===== src/frs_pkg.sv =====
// Shared types and constants for the FIFO-replacement ID store.
package frs_pkg;

    localparam int ID_W  = 32;  // ID width on the stream ports
    localparam int POS_W = 4;   // read position width
    localparam int OCC_W = 5;   // occupancy field width
    localparam int CAP_W = 5;   // capacity register width

    localparam logic OP_ACCESS = 1'b0;
    localparam logic OP_READ   = 1'b1;

    // Control broadcast from the top level to every cell.
    typedef struct packed {
        logic shift_en;  // load the neighbor's ID this cycle
        logic lookup;    // current beat is an access, compare is live
    } cell_ctrl_t;

endpackage


===== src/frs_cell.sv =====
// One entry of the ID chain: holds an ID, compares it, shifts toward the old end.
module frs_cell
    import frs_pkg::*;
#(
    parameter int ID_WIDTH = 32,
    parameter int SEL_W    = 5,
    parameter int INDEX    = 0
)(
    input  logic                clk,
    input  cell_ctrl_t          ctrl,
    input  logic [ID_WIDTH-1:0] prev_id,   // from newer neighbor, or new ID at cell 0
    input  logic [SEL_W-1:0]    count,
    input  logic [SEL_W-1:0]    sel,
    input  logic [ID_WIDTH-1:0] lookup_id,
    output logic [ID_WIDTH-1:0] id_out,    // to older neighbor
    output logic                match,
    output logic [ID_WIDTH-1:0] sel_id     // own ID when selected, else zero
);

    localparam logic [SEL_W-1:0] MY_INDEX = SEL_W'(INDEX);

    logic [ID_WIDTH-1:0] id_reg;
    logic                held;

    always_ff @(posedge clk)
    begin
        if (ctrl.shift_en)
        begin
            id_reg <= prev_id;
        end
    end

    // position counts from the newest end, so entry is live below count
    assign held   = MY_INDEX < count;
    assign id_out = id_reg;
    assign match  = ctrl.lookup && held && (id_reg == lookup_id);
    assign sel_id = (sel == MY_INDEX) ? id_reg : '0;

endmodule


===== src/fifo_replacement_id_store_core.sv =====
// Top level of the FIFO-replacement ID store: cell chain, control and output register.
// An accepted input beat's result is registered in the output register.
// Throughput: one item per cycle unless stalled; each is a single parallel cell compare pass.
// The input is held off only while a result waits in the output register and m_tready is low.
// Reset (rst_n low, asynchronous): store empty, capacity 16.
// Entry IDs carry no reset; slots past the occupancy are never compared or read.
module fifo_replacement_id_store_core
    import frs_pkg::*;
#(
    parameter int DEPTH    = 16,
    parameter int ID_WIDTH = 32
)(
    input  logic        clk,
    input  logic        rst_n,
    // configuration: capacity register
    input  logic        cfg_valid,
    output logic        cfg_ready,
    input  logic [4:0]  cfg_data,     // capacity
    // input beats
    input  logic        s_tvalid,
    output logic        s_tready,
    input  logic [39:0] s_tdata,      // item_id[31:0], position[35:32], zero pad[39:36]
    input  logic [0:0]  s_tuser,      // opcode[0]
    // result beats
    output logic        m_tvalid,
    input  logic        m_tready,
    output logic [71:0] m_tdata       // hit[0], evicted_valid[1], evicted_id[33:2],
                                      // occupancy[38:34], read_valid[39], read_id[71:40]
);

    localparam int CNT_W = $clog2(DEPTH + 1);
    localparam int SEL_W = (CNT_W > POS_W) ? CNT_W : POS_W;
    localparam logic [CNT_W-1:0] DEPTH_C = CNT_W'(DEPTH);
    localparam logic [CNT_W-1:0] ONE_C   = CNT_W'(1);

    // ---------------------------------------------------------------
    // Registers
    // ---------------------------------------------------------------
    logic [CAP_W-1:0] cap_reg;
    logic [CNT_W-1:0] count_reg, count_next;
    logic             out_valid_reg;
    logic [71:0]      out_data_reg;

    // ---------------------------------------------------------------
    // Beat decode
    // ---------------------------------------------------------------
    logic [ID_W-1:0]     in_id;
    logic [POS_W-1:0]    in_pos;
    logic                access;
    logic                accept;
    logic [ID_WIDTH-1:0] lookup_id;

    assign in_id     = s_tdata[31:0];
    assign in_pos    = s_tdata[35:32];
    assign lookup_id = ID_WIDTH'(in_id);   // IDs kept modulo 2^ID_WIDTH

    always_comb
    begin
        unique case (s_tuser[0])
            OP_ACCESS: access = 1'b1;
            OP_READ:   access = 1'b0;
        endcase
    end

    // output register parts the two sides; a waiting result only stalls if not taken
    assign s_tready  = !out_valid_reg || m_tready;
    assign accept    = s_tvalid && s_tready;
    assign cfg_ready = 1'b1;

    // ---------------------------------------------------------------
    // Effective capacity: zero means one, above the built depth saturates
    // ---------------------------------------------------------------
    logic [CNT_W-1:0] eff_cap;

    always_comb
    begin
        if (cap_reg == '0)
        begin
            eff_cap = ONE_C;
        end
        else if (32'(cap_reg) > DEPTH)
        begin
            eff_cap = DEPTH_C;
        end
        else
        begin
            eff_cap = CNT_W'(cap_reg);
        end
    end

    // ---------------------------------------------------------------
    // Cell chain. Cell 0 is the newest entry; a miss shifts every cell one
    // step toward the old end and loads the new ID into cell 0. The oldest
    // held entry sits at cell count-1, so a read of position p is cell p.
    // ---------------------------------------------------------------
    cell_ctrl_t          ctrl;
    logic [SEL_W-1:0]    count_sel;
    logic [SEL_W-1:0]    sel;
    logic [ID_WIDTH-1:0] chain_id [DEPTH+1];
    logic [DEPTH-1:0]    match_vec;
    logic [ID_WIDTH-1:0] sel_vec  [DEPTH];

    logic hit, evict;

    assign count_sel = SEL_W'(count_reg);
    // one shared select: oldest entry on an access, requested position on a read
    // (count zero wraps past every cell index, and no eviction happens then)
    assign sel = access ? SEL_W'(count_reg - ONE_C) : SEL_W'(in_pos);

    assign chain_id[0]   = lookup_id;
    assign ctrl.lookup   = access;
    assign ctrl.shift_en = accept && access && !hit;

    for (genvar i = 0; i < DEPTH; i++)
    begin : g_cell
        frs_cell #(
            .ID_WIDTH (ID_WIDTH),
            .SEL_W    (SEL_W),
            .INDEX    (i)
        ) u_cell (
            .clk       (clk),
            .ctrl      (ctrl),
            .prev_id   (chain_id[i]),
            .count     (count_sel),
            .sel       (sel),
            .lookup_id (lookup_id),
            .id_out    (chain_id[i+1]),
            .match     (match_vec[i]),
            .sel_id    (sel_vec[i])
        );
    end

    // select outputs are one-hot or zero, so an OR gathers the chosen ID
    logic [ID_WIDTH-1:0] sel_data;

    always_comb
    begin
        sel_data = '0;
        for (int i = 0; i < DEPTH; i++)
        begin
            sel_data = sel_data | sel_vec[i];
        end
    end

    assign hit   = |match_vec;
    assign evict = access && !hit && (count_reg >= eff_cap);

    // occupancy grows on a miss with room; an eviction keeps it level
    always_comb
    begin
        count_next = count_reg;
        if (access && !hit && !evict)
        begin
            count_next = count_reg + ONE_C;
        end
    end

    // ---------------------------------------------------------------
    // Result fields
    // ---------------------------------------------------------------
    logic            read_valid;
    logic [ID_W-1:0] evicted_id;
    logic [ID_W-1:0] read_id;
    logic [OCC_W-1:0] occupancy;

    assign read_valid = !access && (SEL_W'(in_pos) < count_sel);
    assign evicted_id = evict      ? ID_W'(sel_data) : '0;
    assign read_id    = read_valid ? ID_W'(sel_data) : '0;
    assign occupancy  = OCC_W'(count_next);

    // ---------------------------------------------------------------
    // Control state
    // ---------------------------------------------------------------
    always_ff @(posedge clk or negedge rst_n)
    begin
        if (!rst_n)
        begin
            cap_reg       <= CAP_W'(16);
            count_reg     <= '0;
            out_valid_reg <= 1'b0;
        end
        else
        begin
            if (cfg_valid && cfg_ready)
            begin
                cap_reg <= cfg_data;
            end
            if (accept)
            begin
                count_reg     <= count_next;
                out_valid_reg <= 1'b1;
            end
            else if (m_tready)
            begin
                out_valid_reg <= 1'b0;
            end
        end
    end

    // result payload, no reset needed
    always_ff @(posedge clk)
    begin
        if (accept)
        begin
            out_data_reg <= {read_id, read_valid, occupancy, evicted_id,
                             evict, access && hit};
        end
    end

    assign m_tvalid = out_valid_reg;
    assign m_tdata  = out_data_reg;

endmodule


===== config.mk =====
export PLATFORM = sky130hd
export DESIGN_NAME = fifo_replacement_id_store_core
export DESIGN_NICKNAME = d
export VERILOG_FILES = /design/src/frs_pkg.sv /design/src/frs_cell.sv /design/src/fifo_replacement_id_store_core.sv
export SDC_FILE = /design/constraint.sdc
export NUM_CORES = 1
export LEC_CHECK = 0
export BUFFER_PORTS_ARGS = -buffer_cell sky130_fd_sc_hd__buf_2
export CORE_UTILIZATION = 50
export CTS_CLUSTER_DIAMETER = 80
export DETAILED_ROUTE_END_ITERATION = 12
export PLACE_DENSITY = 0.75
export SYNTH_ARGS = -nofsm -noshare
export SYNTH_HDL_FRONTEND = slang
export SYNTH_HIERARCHICAL = 1
export SYNTH_SLANG_ARGS = --single-unit

===== constraint.sdc =====
create_clock -name clk -period 17.55 [get_ports clk]
set_input_delay 0.8775 -clock clk [delete_from_list [all_inputs] [get_ports clk]]
set_output_delay 0.8775 -clock clk [all_outputs]
set_load 0.005 [all_outputs]

==> Word level (Yosys, flattened, before mapping) <==
Index checks and enable logic that the tools add are counted.
{ "op_classes": {"add_sub_neg": 2, "n_lt_le_gt_ge": 19, "eq_ne": 31, "n_mux": 23, "bitwise": 16, "n_reduce_logical": 49} }
{ "op_table": {"columns": ["op", "count"], "rows": [
  ["32-bit == test", 16],
  ["32-bit 2-to-1 mux", 16],
  ["32-bit bitwise OR", 15],
  ["5-bit by 4-bit == test with 1-bit output (second input constant)", 8],
  ["1-bit logical AND", 40],
  ["4-bit by 5-bit less-than comparator with 1-bit output (first input constant)", 8],
  ["5-bit by 3-bit == test with 1-bit output (second input constant)", 4],
  ["3-bit by 5-bit less-than comparator with 1-bit output (first input constant)", 4],
  ["5-bit 2-to-1 mux", 4],
  ["16-bit OR reduction", 1],
  ["5-bit by 2-bit == test with 1-bit output (second input constant)", 2],
  ["5-bit zero test", 2],
  ["1-bit by 5-bit less-than comparator with 1-bit output (first input constant)", 2],
  ["2-bit by 5-bit less-than comparator with 1-bit output (first input constant)", 2],
  ["5-bit by 1-bit adder with 5-bit output (second input constant)", 1],
  ["5-bit by 1-bit == test with 1-bit output (second input constant)", 1],
  ["5-bit >= comparator", 1],
  ["5-bit > comparator (second input constant)", 1],
  ["4-bit by 5-bit less-than comparator with 1-bit output", 1],
  ["5-bit by 1-bit subtractor with 5-bit output (second input constant)", 1],
  ["1-bit zero test", 4],
  ["1-bit 2-to-1 mux", 2],
  ["1-bit case mux with 2 select lines", 1],
  ["2-bit nonzero test", 1],
  ["2 further kinds", 2]
]} }
{ "totals": {"reg_bits": 595, "input_bits": 51, "out_inout_bits": 75} }

==> Longest topological paths before layout <==
Gate-level depths: netlist of the first run.
{ "logic_depth": {"depth_word": 20, "mapped_depth": 12} }

==> Modules after synthesis <==
Netlist of the first run, hierarchy kept.
{ "modules_own_cells": {"columns": ["mod", "instances", "cells_each", "area_each_um2", "seq_area_each_um2"], "rows": [
  ["fifo_replacement_id_store_core", 1, 404, 4545.6, 2438.6],
  ["frs_cell (g_cell[0].u_cell ...)", 2, 114, 1579.0, 960.9],
  ["frs_cell (g_cell[3].u_cell ...)", 2, 115, 1555.2, 960.9],
  ["frs_cell (g_cell[14].u_cell ...)", 2, 114, 1552.7, 960.9],
  ["frs_cell (g_cell[8].u_cell)", 1, 116, 1615.3, 960.9],
  ["frs_cell (g_cell[4].u_cell)", 1, 116, 1587.8, 960.9],
  ["frs_cell (g_cell[1].u_cell)", 1, 115, 1581.5, 960.9],
  ["frs_cell (g_cell[10].u_cell)", 1, 117, 1572.8, 960.9],
  ["frs_cell (g_cell[12].u_cell)", 1, 114, 1562.7, 960.9],
  ["frs_cell (g_cell[6].u_cell)", 1, 114, 1560.2, 960.9],
  ["frs_cell (g_cell[7].u_cell)", 1, 113, 1552.7, 960.9],
  ["frs_cell (g_cell[11].u_cell)", 1, 115, 1551.5, 960.9],
  ["frs_cell (g_cell[13].u_cell)", 1, 114, 1551.5, 960.9],
  ["frs_cell (g_cell[15].u_cell)", 1, 113, 1541.5, 960.9]
]} }

==> Worst setup path after synthesis of the first run <==
Ideal clock, no wire load.
{ "synth_path": {"kind": "input-to-reg", "startpoint": "input m_tready", "endpoint": "register g_cell[0].u_cell.id_reg[0], enable pin", "arrival_ps": 14948, "setup_slack_ps": 1663, "stages": 4, "n_path_buf": 1, "cell_sequence": "nand2b_1 and2_1 clkbuf_1 and2_1"} }
{ "synth_rtl": {"columns": ["item", "line_no", "source"], "rows": [
  ["from (decl)", "fifo_replacement_id_store_core.sv:26", "input logic m_tready,"],
  ["to (signal assigned)", "frs_cell.sv:29", "id_reg <= prev_id;"],
  ["to (decl)", "frs_cell.sv:22", "logic [ID_WIDTH-1:0] id_reg;"]
]} }

==> flow_summary_export.csv, run 1 <==
group,metric,value,unit
run_status,outcome,"finished clean",
synthesis,post_synthesis_instance_area,29600,µm²
pwr,cellInternalPower,2.75,mW
floorplan,dieWidth,245,µm
routing,vias_per_cell,6.11,
place,dp_hpwl,67.1,mm
cts,worstSkewPairLatency,0.65,ns
cts,cts-root-buf,"clkbuf_16",
sta,post-route-period-util,0.358,
global_routing,grtUsageTotal,0.305,
pwr,switching_share,0.326,
synthesis,synth_area_per_cell,13.2,µm²
sta,period_minus_slack,6.29,ns
worst_hold_path,holdCritPathClass,"in2async",
sta,worst_clock_skew,0.0246,ns
floorplan,chipHeight,245,µm
cts,postCtsHoldBufs,0,
sta,timing.max_slew.rel_slack,0.166,
final_layout,nets,2447,
floorplan,floorplan.initialDensity,0.509,
routing,detailroute.via_count,19570,
sta,worstMarginPinSlew,1.24,ns
synthesis,yosysWarningCount,6,
critical_path,worst-endpoint-required,17.81,ns
synthesis,synthDistinctLibCells,56,
global_routing,grt_pass1_wl,130,mm
sta,grt_setup_unrepaired,"no",
cts,number_of_clock_buffers_inserted_by_tritoncts,61,
floorplan,top_level_ports,126,
pwr,vdd_ir_drop_max,0.000147,V
cts,h-tree-depth,2,
pwr,p_sw,1.33,mW
global_routing,via_count_of_the_first_global_routing_pass,18519,
global_routing,grt_max_degree,169,
floorplan,design.core.area,58100,µm²
final_layout,final_layout_size_suffix_gt1_frac,0.125,
cts,tritoncts,"done",
global_routing,grt_antenna_before_repair,12,
routing,drc,0,
pwr,power_frac_comb,0.257,
cts,cts_max_path_buffers,3,
final_layout,area.growth.synth_to_final,11.9,%
routing,violation_count_after_the_first_detailed_routing_iteration,3075,
final_layout,largest_register_ffs,512,
critical_path,crit_arrival,6.55,ns
sta,report.final.setup_viol,0,
routing,ant_nets,0,
pwr,p_seq_frac,0.419,
pwr,leakagePower,12.0,nW
cts,clkTransAtPathRegs,0.06,ns
pwr,power.density,123,nW/µm²
cts,clock_sinks,595,
critical_path,critical_path.max_fanout,83,
sta,timing_max_transition_violations_final,0,
critical_path,cp_capture_type,"flip-flop",
synthesis,netlist_instances,2237,
sta,maxClockFrequency,159,MHz
place,finalWeightedCongestion,0.988,
routing,firstDrtPassIters,6,
critical_path,critical_path_class,"in2reg",
run,number_of_max_cap_violations,0,
cts,postCtsSetupBuffers,0,
global_routing,grt-ovfl-total,0,
floorplan,die-area,60200,µm²
pwr,power.share.clock,0.324,
synthesis,mappedNetlistNets,2298,
sta,setup_total_negative_slack,0,ns
routing,finalWirelength,93.1,mm
critical_path,worstSetupStartpointType,"input port",
routing,wire_length_per_cell_after_detailed_routing,29.1,µm
pwr,total_power,4.09,mW
sta,final_hold_viol_count,0,
synthesis,yosysSeqAreaShare,0.602,
cts,cts_resized,0,
place,port_buffers,120,
synthesis,postSynthRegisterBits,595,
floorplan,floorplan.rows,88,
## worst max-delay path: stages
cell     delay (ns)
buf_2          0.45
xor2_1         0.43
nor4_1         0.17
nand3_1        0.16
nor4_2         0.06
nor4_1         0.71
nand4_1        0.52
nor2_4         0.40
and2_4         0.60
buf_4          0.98
buf_4          0.97
## synthesized netlist by cell type (all sizes together)
| library cell | count | area, µm² |
|---|---|---|
| a2111o | 1 | 11.3 |
| a211oi | 1 | 7.51 |
| a21o | 3 | 22.5 |
| a21oi | 5 | 25.0 |
| a222oi | 1 | 10.0 |
| a311o | 1 | 10.0 |
| a31o | 1 | 8.76 |
| a31oi | 1 | 21.3 |
| a41o | 1 | 10.0 |
| and2 | 455 | 2860 |
| and3 | 65 | 407 |
| and4 | 28 | 245 |
| and4b | 4 | 40.0 |
| buf | 16 | 139 |
| clkbuf | 48 | 186 |
| conb | 1 | 3.75 |
| dfrtp | 10 | 250 |
| dfstp | 1 | 26.3 |
| edfxtp | 584 | 17500 |
| ha | 10 | 125 |
| inv | 12 | 45.0 |
| mux2 | 7 | 82.6 |
| nand2 | 20 | 77.6 |
| nand2b | 8 | 52.6 |
| nand3 | 23 | 120 |
| nand4 | 29 | 181 |
| nand4b | 4 | 35.0 |
| nor2 | 42 | 173 |
| nor2b | 33 | 206 |
| nor3 | 21 | 130 |
| nor4 | 260 | 1820 |
| o2111a | 1 | 11.3 |
| o2111ai | 6 | 52.6 |
| o211a | 1 | 10.0 |
| o21a | 2 | 15.0 |
| o21ai | 6 | 30.0 |
| o311a | 1 | 10.0 |
| o311ai | 1 | 8.76 |
| o31a | 1 | 8.76 |
| or4 | 3 | 30.0 |
| xnor2 | 39 | 342 |
| xor2 | 480 | 4200 |
## area by class of cell
| class | count | area [µm²] |
|---|---|---|
| multi-input combinational | 1566 | 11500 |
| clock buffer | 71 | 1590 |
| inverter | 12 | 45.0 |
| antenna | 3 | 7.51 |
| sequential | 595 | 17800 |
| clock inverter | 39 | 408 |
| timing repair buffer | 150 | 838 |
| tap | 765 | 957 |
| fill | 4715 | 25000 |
## metrics by stage
| stage | utilization | setup WS (ns) | hold WS (ns) | area [µm²] | cells |
|---|---|---|---|---|---|
| 4_1_cts | 0.570 | 11.62 | 0.0864 | 33100 | 3198 |
| 2_1_floorplan | - | 1.66 | 0.441 | 29600 | 2237 |
| 3_3_place_gp | 0.535 | 11.05 | 0.452 | 31100 | 3088 |
| 6_report | 0.570 | 11.26 | 0.0995 | 33100 | 3201 |
| 3_5_place_dp | 0.535 | 10.94 | 0.451 | 31100 | 3088 |
| 5_1_grt | 0.570 | 11.31 | 0.117 | 33100 | 3200 |
## path summary, 6_finish.rpt
path,cells past startpoint,slack (ns),endpoint,start
max,11,11.26,g_cell[7].u_cell/id_out[6],s_tdata[12]
min,1,0.1,cap_reg[1],rst_n
max reg2reg,10,11.53,g_cell[7].u_cell/id_out[6],count_reg[4]
min reg2reg,0,0.47,g_cell[2].u_cell/id_out[7],g_cell[1].u_cell/id_out[7]
max in group asynchronous,1,17.19,cap_reg[4],rst_n
min in group clk,2,0.44,m_tvalid,s_tvalid
## cell usage in the layout, fill, tap and decap left out, types with 29 or more instances in the layout
master     netlist  routed
and3_1          65      65
nor2_1          40      34
xor2_1         480     480
xnor2_1         39      39
buf_4            1      29
nand4_1         29      29
edfxtp_1       584     584
clkbuf_16        0      62
nor2b_1         33      33
nor4_1         234     234
buf_2            6     120
and2_1         443     441
## metal layers
| layer | vias up | part of all wire | global-route usage | wire length, µm |
|---|---|---|---|---|
| li1 | 8461 | - | - | - |
| met1 | 9739 | 0.39 | 0.421 | 36600 |
| met2 | 1179 | 0.46 | 0.470 | 42400 |
| met3 | 189 | 0.095 | 0.0452 | 8850 |
| met4 | 2 | 0.056 | 0.157 | 5220 |
| met5 | - | 0.00014 | 0 | 13 |
## cells by family after synthesis
family / share of synthesized area
buffers and inverters: 0.0125
other: 0.000127
muxes: 0.00279
and+or+nand+nor: 0.216
DFF: 0.602
adders and majority gates: 0.00423
xor gates and xnor gates: 0.154
AOI/OAI and AO/OA: 0.00922
## power by group through the flow
stage | Combinational (mW) | Sequential (mW) | Clock (mW)
floorplan | 0.547 | 1.78 | 0
global placement | 1.00 | 1.74 | 0
detailed placement | 1.02 | 1.74 | 0
CTS | 1.02 | 1.71 | 1.33
global route | 1.09 | 1.72 | 1.38
finish | 1.05 | 1.71 | 1.32
(Power assumes the default switching activity.)
==> run 2: changes to the inputs <==
- clock period: 17.55 -> 6.5 ns (I/O delays scaled with it)
==> run 2 against run 1 <==
Net effect: worst hold slack worse by 0.066 ns; clock power rose to 2.8 times the previous value; sequential cell count is the same.
==> flow_summary_export.csv, run 2 (synthesis results as in run 1) <==
group,metric,value,unit
pwr,total_power,11.1,mW
place,dp_hpwl,67.6,mm
routing,m1WireLength,35.5,mm
global_routing,grt_pass1_wl,128,mm
cts,tritoncts,"done",
pwr,switching_share,0.323,
run,number_of_max_cap_violations,0,
final_layout,area.growth.synth_to_final,12.6,%
global_routing,via_count_of_the_first_global_routing_pass,18826,
critical_path,cp_capture_type,"flip-flop",
routing,violation_count_after_the_first_detailed_routing_iteration,2804,
place,port_buffers,120,
sta,timing.max_slew.rel_slack,0.211,
cts,number_of_clock_buffers_inserted_by_tritoncts,67,
pwr,power.share.clock,0.332,
global_routing,grt_antenna_before_repair,12,
sta,maxClockFrequency,206,MHz
routing,drc,0,
pwr,power.density,333,nW/µm²
floorplan,chipHeight,245,µm
routing,wl_met3,9.06,mm
final_layout,layout_commonest_cell,"edfxtp_1",
final_layout,final_layout_size_suffix_gt1_frac,0.127,
floorplan,floorplan.initialDensity,0.509,
sta,grt_setup_unrepaired,"no",
routing,met2WireLength,41.0,mm
cts,postCtsSetupBuffers,0,
routing,ant_nets,0,
sta,timing_max_transition_violations_final,0,
pwr,p_sw,3.58,mW
sta,finalWorstSetupSlack,1.64,ns
routing,vias_per_cell,6.08,
cts,h-tree-depth,3,
critical_path,critical_path.max_fanout,54,
critical_path,worst-endpoint-required,6.73,ns
sta,period_minus_slack,4.86,ns
final_layout,nets,2464,
sta,worst_clock_skew,0.0289,ns
routing,finalWirelength,91.4,mm
floorplan,floorplan.rows,88,
routing,wire_length_per_cell_after_detailed_routing,28.4,µm
cts,cts_max_path_buffers,3,
global_routing,grt-ovfl-total,0,
place,finalWeightedCongestion,1.03,
pwr,leakagePower,12.1,nW
cts,cts-root-buf,"clkbuf_16",
final_layout,layout_common_cells,"584 x edfxtp_1, 480 x xor2_1, 441 x and2_1",
routing,top_layer_used,"met4",
sta,report.final.setup_viol,0,
pwr,vdd_ir_drop_max,0.000371,V
floorplan,dieWidth,245,µm
routing,detailroute.via_count,19563,
cts,clock_sinks,595,
sta,setup_total_negative_slack,0,ns
run_status,outcome,"finished clean",
sta,post-route-period-util,0.748,
sta,worstMarginPinSlew,1.18,ns
floorplan,top_level_ports,126,
global_routing,grtUsageTotal,0.302,
floorplan,die-area,60200,µm²
critical_path,critical_path_class,"reg2reg",
pwr,cellInternalPower,7.50,mW
pwr,p_seq_frac,0.425,
sta,final_hold_viol_count,0,
critical_path,worstSetupStartpointType,"flip-flop",
critical_path,crit_arrival,5.09,ns
pwr,power_frac_comb,0.243,
floorplan,design.core.area,58100,µm²
global_routing,grt_max_degree,106,
final_layout,largest_register_ffs,512,
cts,worstSkewPairLatency,0.62,ns
final_layout,finish.instance_area,33300,µm²
cts,cts_resized,0,
routing,firstDrtPassIters,7,
place,placedInstanceArea,31200,µm²
cts,clkTransAtPathRegs,0.06,ns
worst_hold_path,holdCritPathClass,"in2reg",
cts,postCtsHoldBufs,9,
place,place_ws,1.88,ns
run 2: layout make-up:
cell class	instances	area, µm²
timing repair buffer	161	981
inverter	12	45.0
fill	4679	24800
multi-input combinational	1566	11500
sequential	595	17800
clock buffer	81	1750
antenna	2	5.00
tap	765	957
clock inverter	34	315
run 2: worst max-delay path, stage by stage, from the launching register on:
cell and delay [ns]:
dfrtp_1 0.80, o31a_1 0.48, o2111ai_1 0.20, nor3_1 0.12, nor4_1 0.66, nand4_1 0.48
nor2_4 0.39, and2_4 0.59, buf_4 0.68
run 2: per-layer routing:
| metal | track usage | vias up |
|---|---|---|
| li1 | - | 8496 |
| met1 | 0.410 | 9664 |
| met2 | 0.455 | 1199 |
| met3 | 0.0497 | 204 |
| met4 | 0.181 | 0 |
| met5 | 0 | - |
run 2: path summary, 6_finish.rpt:
kind / from / slack [ns] / cells past startpoint / end
min: m_tready / 0.03 / 3 / m_tvalid
min in group asynchronous: rst_n / 0.11 / 2 / count_reg[3]
max: count_reg[2] / 1.64 / 8 / g_cell[7].u_cell/id_out[11]
max in group asynchronous: rst_n / 6.11 / 2 / cap_reg[4]
max reg2reg: count_reg[2] / 1.64 / 8 / g_cell[7].u_cell/id_out[11]
min reg2reg: g_cell[5].u_cell/id_out[1] / 0.48 / 0 / g_cell[6].u_cell/id_out[1]
run 2: power groups by stage:
stage / registers, mW / clock network (mW) / logic, mW
final: 4.71 / 3.68 / 2.70
after global routing: 4.72 / 3.85 / 2.81
after CTS: 4.70 / 3.71 / 2.64
after detailed placement: 4.78 / 0 / 2.62
after global placement: 4.76 / 0 / 2.56
after floorplan: 4.74 / 0 / 1.48
run 2: through the flow:
stage / hold WS [ns] / utilization / instances
floorplan: 0.0294 / - / 2237
global placement: 0.208 / 0.536 / 3090
detailed placement: 0.207 / 0.536 / 3090
CTS: 0.0191 / 0.573 / 3214
global route: 0.0630 / 0.573 / 3215
finish: 0.0340 / 0.573 / 3216
==> run 3: changes to the inputs <==
- clock period: 6.5 -> 4.95 ns (I/O delays scaled with it)
==> run 3 against run 2 <==
Net effect: first-iteration DRC count decreased by 0.25%; fmax increased by 13%; count of clock-buffer cells in the layout increased by 9; critical endpoint is now g_cell[4].u_cell/id_out[30]; largest cell class unchanged.
==> flow_summary_export.csv, run 3 (synthesis results as in run 1) <==
group,metric,value,unit
place,placedInstanceArea,31700,µm²
critical_path,critical_path_class,"reg2reg",
critical_path,worstSetupStartpointType,"flip-flop",
global_routing,via_count_of_the_first_global_routing_pass,19575,
routing,ant_nets,0,
worst_hold_path,hold_path.startpoint,"s_tdata[31]",
floorplan,floorplan.initialDensity,0.509,
cts,postCtsHoldBufs,18,
routing,vias_per_cell,6.05,
cts,cts_max_path_buffers,3,
sta,timing.max_slew.rel_slack,0.116,
cts,h-tree-depth,3,
floorplan,top_level_ports,126,
global_routing,grt_antenna_before_repair,6,
sta,report.final.setup_viol,0,
final_layout,layout_common_cells,"584 x edfxtp_1, 480 x xor2_1, 441 x and2_1",
floorplan,dieWidth,245,µm
floorplan,die-area,60200,µm²
critical_path,startpoint,"count_reg[0]",
final_layout,nets,2529,
cts,number_of_clock_buffers_inserted_by_tritoncts,67,
worst_hold_path,min_to,"g_cell[0].u_cell/id_out[31]",
cts,cts_resized,0,
cts,tritoncts,"done",
sta,worstMarginPinSlew,1.33,ns
final_layout,area.growth.synth_to_final,14.9,%
routing,firstDrtPassIters,8,
cts,clock_sinks,595,
critical_path,cp_capture_type,"flip-flop",
floorplan,chipHeight,245,µm
pwr,total_power,14.9,mW
critical_path,worst-endpoint-required,5.24,ns
final_layout,multi_input_comb_area,11500,µm²
global_routing,grt_max_degree,78,
run,number_of_max_cap_violations,0,
sta,grt_setup_unrepaired,"no",
sta,maxClockFrequency,232,MHz
sta,timing_max_transition_violations_final,0,
place,port_buffers,120,
sta,final_hold_viol_count,0,
final_layout,final.fill_count,4657,
final_layout,ff_latch_area,17800,µm²
global_routing,groute.layer.met1.usage,0.421,
cts,worstSkewPairLatency,0.61,ns
worst_hold_path,holdCritPathClass,"in2reg",
final_layout,finish.instance_area,34000,µm²
global_routing,global_route.usage.met3,0.0567,
final_layout,layout_commonest_cell,"edfxtp_1",
routing,finalWirelength,94.0,mm
global_routing,most_utilized_layer_in_the_global_route_result,"met2",
routing,drc,0,
final_layout,largest_register_ffs,512,
floorplan,floorplan.rows,88,
cts,postCtsSetupBuffers,0,
routing,wire_length_per_cell_after_detailed_routing,28.6,µm
sta,worst_clock_skew,0.0230,ns
critical_path,worst_r2r_src,"count_reg[0]",
pwr,leakagePower,12.4,nW
sta,post-route-period-util,0.871,
sta,period_minus_slack,4.31,ns
global_routing,grt_pass1_wl,133,mm
final_layout,final_layout_size_suffix_gt1_frac,0.146,
critical_path,crit_arrival,4.60,ns
critical_path,worst-r2r-setup-slack,0.64,ns
pwr,vdd_ir_drop_max,0.000345,V
place,dp_hpwl,70.7,mm
global_routing,grtUsageTotal,0.313,
place,finalWeightedCongestion,1.02,
critical_path,worstReg2RegEnd,"g_cell[4].u_cell/id_out[30]",
routing,detailroute.via_count,19904,
cts,cts-root-buf,"clkbuf_16",
routing,violation_count_after_the_first_detailed_routing_iteration,2797,
cts,clkTransAtPathRegs,0.06,ns
global_routing,grt_use_met2,0.469,
global_routing,grt-ovfl-total,0,
critical_path,critical_path.max_fanout,23,
critical_path,timing.reg2reg.worst_path_depth,10,
floorplan,design.core.area,58100,µm²
worst_hold_path,hold_path_depth,1,
run_status,outcome,"finished clean",
pwr,power.density,438,nW/µm²
[run 3: worst max path at each step]
stage | cells past startpoint | end
final | 10 | g_cell[4].u_cell/id_out[30]
after global routing | 12 | m_tdata[23]
after CTS | 12 | m_tdata[23]
after detailed placement | 10 | m_tdata[18]
after global placement | 10 | m_tdata[2]
after floorplan | 7 | g_cell[0].u_cell/id_out[0]
[run 3: stage by stage]
stage | hold WS [ns] | setup slack, ns | cells | util | TNS, ns
2_1_floorplan | -0.0481 | -0.931 | 2237 | - | -476.73
3_3_place_gp | 0.129 | 0.696 | 3146 | 0.545 | 0
3_5_place_dp | 0.133 | 0.641 | 3146 | 0.545 | 0
4_1_cts | 0.00245 | 0.869 | 3286 | 0.585 | 0
5_1_grt | 0.00881 | 0.645 | 3288 | 0.585 | 0
6_report | 0.0389 | 0.638 | 3289 | 0.585 | 0
[run 3: layout make-up]
| cell class | instances | area share |
|---|---|---|
| antenna | 3 | 0.000221 |
| clock buffer | 90 | 0.0543 |
| clock inverter | 32 | 0.00901 |
| inverter | 12 | 0.00132 |
| multi-input combinational | 1566 | 0.337 |
| sequential | 595 | 0.524 |
| tap | 765 | 0.0281 |
| timing repair buffer | 226 | 0.0461 |
[run 3: worst max-delay path, cell delays in order (launching register included)]
cell	delay [ns]
dfrtp_1	0.50
buf_4	0.25
a2111o_1	0.43
nand4_1	0.13
nor3_2	0.09
nor4_1	0.74
nand4_1	0.49
nor2_4	0.38
and2_4	0.42
buf_12	0.23
buf_4	0.30
[run 3: routing by layer]
layer  wire [µm]  vias up
li1            -     8646
met1       36400     9828
met2       42000     1215
met3        9280      215
met4        6370        0
met5           0        -
[run 3: power by group]
part | switching (mW) | leakage (nW) | internal, mW
Combinational | 2.43 | 5.81 | 1.31
Clock | 2.04 | 1.05 | 2.94
Sequential | 0.288 | 5.58 | 5.90
